===== config.mk =====
export PLATFORM = sky130hd
export DESIGN_NAME = sliding_window_median
export DESIGN_NICKNAME = d
export VERILOG_FILES = /design/src/rtl/swm_pkg.sv /design/src/rtl/sliding_window_median.sv /design/src/rtl/swm_ram.sv /design/src/rtl/swm_ctrl.sv /design/src/rtl/swm_datapath.sv
export SDC_FILE = /design/constraint.sdc
export NUM_CORES = 2
export LEC_CHECK = 0
export BUFFER_PORTS_ARGS = -buffer_cell sky130_fd_sc_hd__buf_2
export CORE_AREA = 4 4 642 644
export DETAILED_ROUTE_END_ITERATION = 8
export DIE_AREA = 0 0 646 648
export SKIP_CTS_REPAIR_TIMING = 1
export SYNTH_ARGS = -nofsm -noshare
export SYNTH_HDL_FRONTEND = slang
export SYNTH_SLANG_ARGS = --single-unit
export TNS_END_PERCENT = 5

===== constraint.sdc =====
create_clock -name clock -period 7.6 [get_ports clock]
set_input_delay 1.52 -clock clock [delete_from_list [all_inputs] [get_ports clock]]
set_output_delay 1.52 -clock clock [all_outputs]
set_load 0.02 [all_outputs]

===== src/rtl/swm_pkg.sv =====
`timescale 1ns / 1ps
// Shared types and constants for the sliding window median filter.
// No dependencies; imported by the controller and the datapath.
package swm_pkg;

   // Width of the window size control register.
   localparam int CSR_WIDTH = 7;

   // Read address selects for the sorted store.
   localparam logic [1:0] RD_IDX      = 2'd0;
   localparam logic [1:0] RD_IDX_NEXT = 2'd1;
   localparam logic [1:0] RD_IDX_PREV = 2'd2;
   localparam logic [1:0] RD_RANK     = 2'd3;

   // Commands from the controller to the datapath.
   typedef struct packed {
      logic       accept;          // latch a new sample and clear the index
      logic       cfg_wr;          // take a new window size, restart the fill
      logic [1:0] rd_sel;          // sorted store read address select
      logic       wr_en;           // write the sorted store at the index
      logic       wr_key;          // write data is the new sample, else read data
      logic       idx_inc;
      logic       idx_dec;
      logic       idx_load_count;
      logic       count_inc;
      logic       count_dec;
      logic       ring_wr;         // write the ring and advance its pointer
      logic       load_rsp;        // load the output register from read data
   } swm_cmd_type;

   // Status from the datapath to the controller.
   typedef struct packed {
      logic full;       // the window holds all of its samples
      logic hit;        // sorted read data equals the oldest sample
      logic idx_last;   // index plus one reaches the count
      logic idx_zero;
      logic greater;    // sorted read data is above the new sample
      logic rsp_free;   // output register can take a result this cycle
   } swm_status_type;

endpackage


===== src/rtl/sliding_window_median.sv =====
`timescale 1ns / 1ps
// Sliding window lower median filter. Each accepted sample replaces the oldest
// one in a window of W samples (W from the window size register, zero taken as
// one, values above WINDOW_MAX saturated). Once W samples have arrived, each
// sample yields the lower median, the element of zero-based rank (W-1)/2 in
// sorted order; before that no result is produced. Writing the window size
// restarts the fill. One sample at a time is processed; the sorted store is a
// single-port-write RAM, and a sample's time is set by the insertion walk over
// that RAM, by the search and gap-closing walks once the window is full, and by
// any wait for a result while the output register is still held by rsp_stall.
// A finished result waits in an output register while the next sample is taken.
// Depends on swm_pkg, swm_ctrl, swm_datapath and swm_ram.
module sliding_window_median
   import swm_pkg::*;
#(
   parameter int WINDOW_MAX   = 64,
   parameter int SAMPLE_WIDTH = 32
) (
   input  logic                           clock,
   input  logic                           reset,
   input  logic                           req_valid,
   output logic                           req_stall,
   input  logic signed [SAMPLE_WIDTH-1:0] req_sample,
   output logic                           rsp_valid,
   input  logic                           rsp_stall,
   output logic signed [SAMPLE_WIDTH-1:0] rsp_median,
   input  logic                           csr_valid,
   output logic                           csr_ready,
   input  logic [CSR_WIDTH-1:0]           csr_window_size
);

   swm_cmd_type    cmd;
   swm_status_type status;

   // Sequencer.
   swm_ctrl u_ctrl (
      .clock     (clock),
      .reset     (reset),
      .req_valid (req_valid),
      .req_stall (req_stall),
      .csr_valid (csr_valid),
      .csr_ready (csr_ready),
      .status    (status),
      .cmd       (cmd)
   );

   // Stores, counters and output register.
   swm_datapath #(
      .WINDOW_MAX   (WINDOW_MAX),
      .SAMPLE_WIDTH (SAMPLE_WIDTH)
   ) u_datapath (
      .clock           (clock),
      .reset           (reset),
      .req_sample      (req_sample),
      .csr_window_size (csr_window_size),
      .rsp_stall       (rsp_stall),
      .rsp_valid       (rsp_valid),
      .rsp_median      (rsp_median),
      .cmd             (cmd),
      .status          (status)
   );

endmodule


===== src/rtl/swm_ram.sv =====
`timescale 1ns / 1ps
// Generic simple dual-port RAM: one write port, one read port, registered read.
// No dependencies.
module swm_ram #(
   parameter int WIDTH = 32,
   parameter int DEPTH = 64,
   localparam int AddrWidth = (DEPTH > 1) ? $clog2(DEPTH) : 1
) (
   input  logic                 clock,
   input  logic                 wr_en,
   input  logic [AddrWidth-1:0] wr_addr,
   input  logic [WIDTH-1:0]     wr_data,
   input  logic [AddrWidth-1:0] rd_addr,
   output logic [WIDTH-1:0]     rd_data
);

   logic [WIDTH-1:0] mem_ff [DEPTH];
   logic [WIDTH-1:0] rd_data_ff;

   // Write port and registered read port.
   always_ff @(posedge clock) begin
      if (wr_en) begin
         mem_ff[wr_addr] <= wr_data;
      end
      rd_data_ff <= mem_ff[rd_addr];
   end

   assign rd_data = rd_data_ff;

endmodule


===== src/rtl/swm_ctrl.sv =====
`timescale 1ns / 1ps
// Sequencer for the sliding window median filter: steps one sample through
// removal, insertion and median read. Depends on swm_pkg.
module swm_ctrl
   import swm_pkg::*;
(
   input  logic           clock,
   input  logic           reset,
   input  logic           req_valid,
   output logic           req_stall,
   input  logic           csr_valid,
   output logic           csr_ready,
   input  swm_status_type status,
   output swm_cmd_type    cmd
);

   localparam logic [3:0] S_IDLE     = 4'd0;
   localparam logic [3:0] S_RM_RD    = 4'd1;
   localparam logic [3:0] S_RM_CMP   = 4'd2;
   localparam logic [3:0] S_SH_RD    = 4'd3;
   localparam logic [3:0] S_SH_WR    = 4'd4;
   localparam logic [3:0] S_INS_INIT = 4'd5;
   localparam logic [3:0] S_INS_RD   = 4'd6;
   localparam logic [3:0] S_INS_CMP  = 4'd7;
   localparam logic [3:0] S_INS_PUT  = 4'd8;
   localparam logic [3:0] S_WRAP     = 4'd9;
   localparam logic [3:0] S_MED      = 4'd10;

   logic [3:0] state_ff;
   logic [3:0] state_in;
   logic       idle;

   assign idle      = (state_ff == S_IDLE);
   assign csr_ready = idle;
   // A pending register write takes precedence over a new sample.
   assign req_stall = !idle || csr_valid;

   // Next state and command decode.
   always_comb begin
      state_in = state_ff;
      cmd      = '0;
      cmd.rd_sel = RD_IDX;
      unique case (state_ff)
         S_IDLE: begin
            cmd.cfg_wr = csr_valid;
            if (req_valid && !csr_valid) begin
               cmd.accept = 1'b1;
               state_in   = status.full ? S_RM_RD : S_INS_INIT;
            end
         end
         // Search the sorted store for the oldest sample.
         S_RM_RD: begin
            cmd.rd_sel = RD_IDX;
            state_in   = S_RM_CMP;
         end
         S_RM_CMP: begin
            if (status.hit) begin
               state_in = S_SH_RD;
            end else if (status.idx_last) begin
               state_in = S_WRAP;
            end else begin
               cmd.idx_inc = 1'b1;
               state_in    = S_RM_RD;
            end
         end
         // Close the gap left by the removed sample.
         S_SH_RD: begin
            if (status.idx_last) begin
               cmd.count_dec = 1'b1;
               state_in      = S_INS_INIT;
            end else begin
               cmd.rd_sel = RD_IDX_NEXT;
               state_in   = S_SH_WR;
            end
         end
         S_SH_WR: begin
            cmd.wr_en   = 1'b1;
            cmd.idx_inc = 1'b1;
            state_in    = S_SH_RD;
         end
         // Walk down from the top, moving larger samples up by one.
         S_INS_INIT: begin
            cmd.idx_load_count = 1'b1;
            state_in           = S_INS_RD;
         end
         S_INS_RD: begin
            if (status.idx_zero) begin
               state_in = S_INS_PUT;
            end else begin
               cmd.rd_sel = RD_IDX_PREV;
               state_in   = S_INS_CMP;
            end
         end
         S_INS_CMP: begin
            if (status.greater) begin
               cmd.wr_en   = 1'b1;
               cmd.idx_dec = 1'b1;
               state_in    = S_INS_RD;
            end else begin
               state_in = S_INS_PUT;
            end
         end
         S_INS_PUT: begin
            cmd.wr_en     = 1'b1;
            cmd.wr_key    = 1'b1;
            cmd.count_inc = 1'b1;
            state_in      = S_WRAP;
         end
         // Store the sample in arrival order and fetch the median if full.
         S_WRAP: begin
            cmd.ring_wr = 1'b1;
            cmd.rd_sel  = RD_RANK;
            state_in    = status.full ? S_MED : S_IDLE;
         end
         S_MED: begin
            cmd.rd_sel = RD_RANK;
            if (status.rsp_free) begin
               cmd.load_rsp = 1'b1;
               state_in     = S_IDLE;
            end
         end
         default: begin
            state_in = S_IDLE;
         end
      endcase
   end

   // State register.
   always_ff @(posedge clock) begin
      if (reset) begin
         state_ff <= S_IDLE;
      end else begin
         state_ff <= state_in;
      end
   end

endmodule


===== src/rtl/swm_datapath.sv =====
`timescale 1ns / 1ps
// Datapath of the sliding window median filter: ring and sorted stores,
// counters, comparators and the output register. Depends on swm_pkg, swm_ram.
module swm_datapath
   import swm_pkg::*;
#(
   parameter int WINDOW_MAX   = 64,
   parameter int SAMPLE_WIDTH = 32
) (
   input  logic                           clock,
   input  logic                           reset,
   input  logic signed [SAMPLE_WIDTH-1:0] req_sample,
   input  logic [CSR_WIDTH-1:0]           csr_window_size,
   input  logic                           rsp_stall,
   output logic                           rsp_valid,
   output logic signed [SAMPLE_WIDTH-1:0] rsp_median,
   input  swm_cmd_type                    cmd,
   output swm_status_type                 status
);

   localparam int AW = (WINDOW_MAX > 1) ? $clog2(WINDOW_MAX) : 1;
   localparam int CW = $clog2(WINDOW_MAX + 1);
   localparam int EW = (CW > CSR_WIDTH) ? CW : CSR_WIDTH;

   logic [CW-1:0]                  weff_ff;
   logic [CW-1:0]                  count_ff;
   logic [AW-1:0]                  ptr_ff;
   logic [CW-1:0]                  idx_ff;
   logic signed [SAMPLE_WIDTH-1:0] key_ff;
   logic                           rsp_valid_ff;
   logic signed [SAMPLE_WIDTH-1:0] rsp_median_ff;

   logic [EW-1:0]           csr_ext;
   logic [CW-1:0]           weff_in;
   logic [CW-1:0]           rank;
   logic [CW-1:0]           idx_next;
   logic [CW-1:0]           idx_prev;
   logic [CW-1:0]           rd_sel_addr;
   logic [CW-1:0]           ptr_next;
   logic [SAMPLE_WIDTH-1:0] sorted_rd;
   logic [SAMPLE_WIDTH-1:0] sorted_wr;
   logic [SAMPLE_WIDTH-1:0] ring_rd;

   // Effective window: zero means one, sizes above the store depth saturate.
   assign csr_ext = EW'(csr_window_size);
   always_comb begin
      if (csr_ext == '0) begin
         weff_in = CW'(1);
      end else if (csr_ext > EW'(WINDOW_MAX)) begin
         weff_in = CW'(WINDOW_MAX);
      end else begin
         weff_in = csr_ext[CW-1:0];
      end
   end

   // Lower median sits at zero-based rank (W - 1) / 2.
   assign rank     = (weff_ff - CW'(1)) >> 1;
   assign idx_next = idx_ff + CW'(1);
   assign idx_prev = idx_ff - CW'(1);
   assign ptr_next = CW'(ptr_ff) + CW'(1);

   // Sorted store read address.
   always_comb begin
      case (cmd.rd_sel)
         RD_IDX:      rd_sel_addr = idx_ff;
         RD_IDX_NEXT: rd_sel_addr = idx_next;
         RD_IDX_PREV: rd_sel_addr = idx_prev;
         default:     rd_sel_addr = rank;
      endcase
   end

   assign sorted_wr = cmd.wr_key ? key_ff : sorted_rd;

   swm_ram #(
      .WIDTH (SAMPLE_WIDTH),
      .DEPTH (WINDOW_MAX)
   ) u_sorted (
      .clock   (clock),
      .wr_en   (cmd.wr_en),
      .wr_addr (idx_ff[AW-1:0]),
      .wr_data (sorted_wr),
      .rd_addr (rd_sel_addr[AW-1:0]),
      .rd_data (sorted_rd)
   );

   // The ring is always read at its pointer, so the oldest sample is ready
   // on the registered read port in the cycle after the pointer settles.
   swm_ram #(
      .WIDTH (SAMPLE_WIDTH),
      .DEPTH (WINDOW_MAX)
   ) u_ring (
      .clock   (clock),
      .wr_en   (cmd.ring_wr),
      .wr_addr (ptr_ff),
      .wr_data (key_ff),
      .rd_addr (ptr_ff),
      .rd_data (ring_rd)
   );

   // Status back to the controller.
   assign status.full     = (count_ff == weff_ff);
   assign status.hit      = (sorted_rd == ring_rd);
   assign status.idx_last = (idx_next >= count_ff);
   assign status.idx_zero = (idx_ff == '0);
   assign status.greater  = ($signed(sorted_rd) > key_ff);
   assign status.rsp_free = !rsp_valid_ff || !rsp_stall;

   // Control registers: window size, fill count, ring pointer, output valid.
   always_ff @(posedge clock) begin
      if (reset) begin
         weff_ff      <= CW'(1);
         count_ff     <= '0;
         ptr_ff       <= '0;
         rsp_valid_ff <= 1'b0;
      end else begin
         if (cmd.cfg_wr) begin
            weff_ff  <= weff_in;
            count_ff <= '0;
            ptr_ff   <= '0;
         end else begin
            if (cmd.count_inc) begin
               count_ff <= count_ff + CW'(1);
            end else if (cmd.count_dec) begin
               count_ff <= count_ff - CW'(1);
            end
            if (cmd.ring_wr) begin
               ptr_ff <= (ptr_next == weff_ff) ? '0 : ptr_next[AW-1:0];
            end
         end
         if (cmd.load_rsp) begin
            rsp_valid_ff <= 1'b1;
         end else if (!rsp_stall) begin
            rsp_valid_ff <= 1'b0;
         end
      end
   end

   // Payload registers: sample, walk index and result.
   always_ff @(posedge clock) begin
      if (cmd.accept) begin
         key_ff <= req_sample;
         idx_ff <= '0;
      end else if (cmd.idx_load_count) begin
         idx_ff <= count_ff;
      end else if (cmd.idx_inc) begin
         idx_ff <= idx_next;
      end else if (cmd.idx_dec) begin
         idx_ff <= idx_prev;
      end
      if (cmd.load_rsp) begin
         rsp_median_ff <= $signed(sorted_rd);
      end
   end

   assign rsp_valid  = rsp_valid_ff;
   assign rsp_median = rsp_median_ff;

endmodule


==> flow_metrics.py <==
metrics = {
    "sta": {
        "worst_slew_pin_slew_ps": 1413,
        "fmax_mhz": 146.2,
        "hold_viol_final": 0,
        "finalSetupViolCount": 0,
        "slew_headroom": 0.04931,
        "report.final.slew_viol_count": 0,
        "rsz0062_at_grt": "false",
        "tns_ps": 0,
        "fin_crit_sh": 0.9001,
        "clock_skew_ps": 71.55,
        "period_minus_slack_ps": 6841,
    },
    "global_routing": {
        "track_usage": 0.2395,
        "grt_max_degree": 174,
        "antenna_found_initial": 19,
        "grt.overflow.total": 0,
        "grt_pass1_vias": 94100,
        "grt_pass1_wl_mm": 722.3,
    },
    "worst_hold_path": {
        "hold_start": "u_datapath.u_sorted.mem_ff[6][29]",
        "hold_class": "flip-flop to flip-flop",
    },
    "worst_setup_path": {
        "slowest_stage": "and2_4",
        "cp.depth": 18,
        "rr_startpoint": "u_datapath.idx_ff[0]",
        "cp.buffers_inverters": 3,
        "crit_required_ps": 8370,
        "end_kind": "flip-flop",
        "criticalPathCategory": "flip-flop to flip-flop",
        "startpoint": "u_datapath.idx_ff[0]",
        "cp_cell_sequence": "nand3_1, or2_2, and2_1, or2_2, ha_1, nand2_1, o21ai_0, a211o_1, mux2i_4, buf_4, and2_4, buf_12, buf_4, mux2i_1, a22oi_1, a22o_1, a2111oi_2, nand4b_1",
        "cp_top_family": "simple AND/OR/NAND/NOR gates",
        "r2r_setup_slack_ps": 760,
        "slowest_delay_ps": 830,
        "rr_worst_depth": 18,
        "r2r_end": "u_datapath.u_sorted.rd_data[28]",
        "startpoint_type": "flip-flop",
        "worst-path-max-fanout": 49,
        "cp-endpoint": "u_datapath.u_sorted.rd_data[28]",
        "cp.arrival_ps": 7610,
    },
    "route": {
        "vias_per_cell": 6.110,
        "drc": 0,
        "dr_total_vias": 98290,
        "drt-total-wl_mm": 518.2,
        "drt_iter0_drc": 14210,
        "maxUsedRoutingLayer": "met5",
        "wl_met2_mm": 241.0,
        "wl_met1_mm": 198.8,
        "ant_nets": 0,
        "drt-wirelength-per-cell_um": 32.22,
        "first_pass_iters": 6,
        "route.met3.wl_mm": 49.39,
    },
    "logic_synthesis": {
        "synth-seq-area-share": 0.7830,
        "synth_cells": 10070,
        "yosysWarnings": 0,
        "syn_avg_cell_area_sq_um": 16.08,
        "synth_edf_count": 4160,
        "syn_area_sq_mm": 0.1620,
        "ys_ff_latch": 4256,
        "synthFlopType": "edfxtp_1",
        "synthArstFlopShare": 0,
        "synth_cell_types": 82,
        "syn_nets": 10170,
    },
    "die": {
        "coreArea_sq_mm": 0.4058,
        "row_count": 234,
        "fp.dieW_um": 646,
        "dieHeight_um": 648,
        "ios": 79,
        "dieArea_sq_mm": 0.4186,
        "start_util": 0.3992,
    },
    "placed_design": {
        "io_buffers": 78,
        "hpwl_mm": 281.0,
        "place.gp.congestion": 0.8602,
        "dpl-instance-area_sq_mm": 0.1709,
    },
    "clock_network": {
        "clock_path_buffers": 4,
        "path_clk_slew_ps": 60,
        "insertion_delay_ps": 1000,
        "numCtsBuffers": 419,
        "tritoncts": "done",
        "htreeDepth": 5,
        "cts_num_sinks": 4256,
        "cts-root-buf": "clkbuf_16",
    },
    "status": {
        "status": "finished, final reports clean",
    },
    "power_and_ir_drop": {
        "power.density_mw_per_mm2": 364.0,
        "p_leak_nw": 58.97,
        "p_total_mw": 67.06,
        "peakVddDrop_v": 0.0004841,
    },
    "cells_and_area": {
        "fin_nets": 10380,
        "drive_above_1_share": 0.1323,
        "area_growth_pct": 13.75,
        "fin_area_sq_mm": 0.1843,
    },
    "job": {
        "cap_violations": 0,
    },
}
[cell type report]
cell class | count | area, sq um
Antenna cell | 19 | 47.55
Clock inverter | 220 | 1866
Multi-Input combinational cell | 5078 | 33220
Timing Repair Buffer | 483 | 3894
Sequential cell | 4256 | 126800
Tap cell | 5428 | 6792
Inverter | 50 | 187.7
Fill cell | 34750 | 221500
Clock buffer | 551 | 11410
[synthesized netlist by cell type (all sizes together) (12+ instances only)]
| master | instances | area (sq um) |
|---|---|---|
| mux2i | 131 | 1315 |
| nor2 | 183 | 686.9 |
| nor3b | 16 | 120.1 |
| a22oi | 704 | 5285 |
| buf | 228 | 1166 |
| a21boi | 30 | 225.2 |
| xor2 | 44 | 385.4 |
| xnor2 | 24 | 210.2 |
| a41o | 30 | 300.3 |
| nor4 | 43 | 269.0 |
| a2111oi | 63 | 669.4 |
| mux2 | 94 | 1074 |
| a21o | 73 | 548.0 |
| or2 | 12 | 75.07 |
| a211oi | 225 | 1839 |
| a31oi | 228 | 1426 |
| nand4 | 101 | 631.9 |
| inv | 50 | 187.7 |
| a311o | 60 | 600.6 |
| o22ai | 64 | 425.4 |
| edfxtp | 4160 | 124900 |
| a21oi | 482 | 2416 |
| o21ai | 51 | 255.2 |
| a221oi | 203 | 1778 |
| dfxtp | 96 | 1922 |
| and2 | 36 | 225.2 |
| nand3 | 383 | 1917 |
| ha | 49 | 613.1 |
| nand4b | 33 | 289.0 |
| nand2 | 1163 | 4370 |
| and3 | 135 | 844.6 |
| a22o | 234 | 2049 |
| clkbuf | 459 | 1724 |
| or3 | 13 | 86.33 |
| nor3 | 90 | 455.4 |
[state kept, by name, summed over array words and instances (netlist names)]
| register | count |
|---|---|
| u_datapath.key_ff | 32 |
| u_datapath.u_ring.rd_data | 32 |
| u_datapath.ptr_ff | 6 |
| u_datapath.idx_ff | 7 |
| u_datapath.u_ring.mem_ff | 2048 |
| u_ctrl.state_ff | 4 |
| u_datapath.rsp_median | 32 |
| u_datapath.u_sorted.rd_data | 32 |
| u_datapath.u_sorted.mem_ff | 2048 |
| u_datapath.rsp_valid | 1 |
| u_datapath.count_ff | 7 |
| u_datapath.weff_ff | 7 |
[cell usage in the layout (no fill, tap or decap), types with 32 or more instances in the layout]
master,instances
edfxtp_1,4160
nand2_1,1158
a22oi_1,704
a21oi_1,479
clkbuf_16,425
nand3_1,382
buf_4,368
a22o_1,234
a31oi_1,227
a221oi_1,202
a211oi_1,194
and3_1,134
mux2i_1,130
nand4_1,101
clkbuf_1,96
dfxtp_1,96
nor2_1,91
nor2_4,91
clkinv_1,90
mux2_2,89
buf_2,78
a21o_1,73
clkinv_2,71
o22ai_1,60
a311o_1,60
inv_1,49
o21ai_0,49
ha_1,49
nor3_1,47
xor2_1,44
nor3_2,43
buf_12,37
and2_1,34
nor4_1,34
nand4b_1,33
a2111oi_0,32
[cell families after synthesis]
group / count (synthesis) / synth area share
AOI/OAI and AO/OA: 2485 / 0.1121
xor gates and xnor gates: 68 / 0.003677
adders and majority gates: 50 / 0.003908
buffers and inverters: 737 / 0.01900
DFF: 4256 / 0.7830
muxes: 226 / 0.01488
and+or+nand+nor: 2249 / 0.06339
[per-stage QoR]
| stage | setup slack (ps) | std cells | hold WS [ps] | utilization |
|---|---|---|---|---|
| final | 759.4 | 16090 | 565.3 | 0.4541 |
| after detailed placement | 931.6 | 15300 | 588.9 | 0.4212 |
| after global placement | 888.0 | 15300 | 573.7 | 0.4212 |
| after floorplan | 1548 | 10070 | 449.9 | - |
| after global routing | 517.9 | 16070 | 609.6 | 0.4540 |
| after CTS | 859.2 | 16070 | 553.6 | 0.4539 |
[report_power, final]
part           total [mW]  leakage (nW)  switching [mW]  internal (mW)
Combinational        17.7          14.2            12.9           4.83
Sequential           29.2          38.2           0.518           28.7
Clock                20.2          6.50            8.79           11.4
[tightest hold or removal path: cells and delay by family (launching register included)]
| family | cells | cell delay, ps |
|---|---|---|
| flip-flops | 1 | 320 |
| AND/OR/NAND/NOR | 3 | 190 |
| AO/OA/AOI/OAI | 1 | 70 |
[worst min path at each step]
stage / slack, ps / end / cells after the start
3_3_place_gp: 570 / u_datapath.count_ff[2] / 2
6_report: 570 / u_datapath.u_sorted.rd_data[29] / 4
5_1_grt: 610 / u_datapath.rsp_median[21] / 0
2_1_floorplan: 450 / u_datapath.rsp_median[0] / 0
4_1_cts: 550 / u_datapath.u_sorted.rd_data[29] / 4
3_5_place_dp: 590 / u_datapath.count_ff[2] / 2
[per-layer routing]
| layer | track usage | vias to the layer above |
|---|---|---|
| li1 | - | 40710 |
| met2 | 0.3843 | 5803 |
| met3 | 0.03824 | 1062 |
| met5 | 0 | - |
| met4 | 0.1109 | 12 |
| met1 | 0.3210 | 50700 |
(Power assumes the default switching activity.)
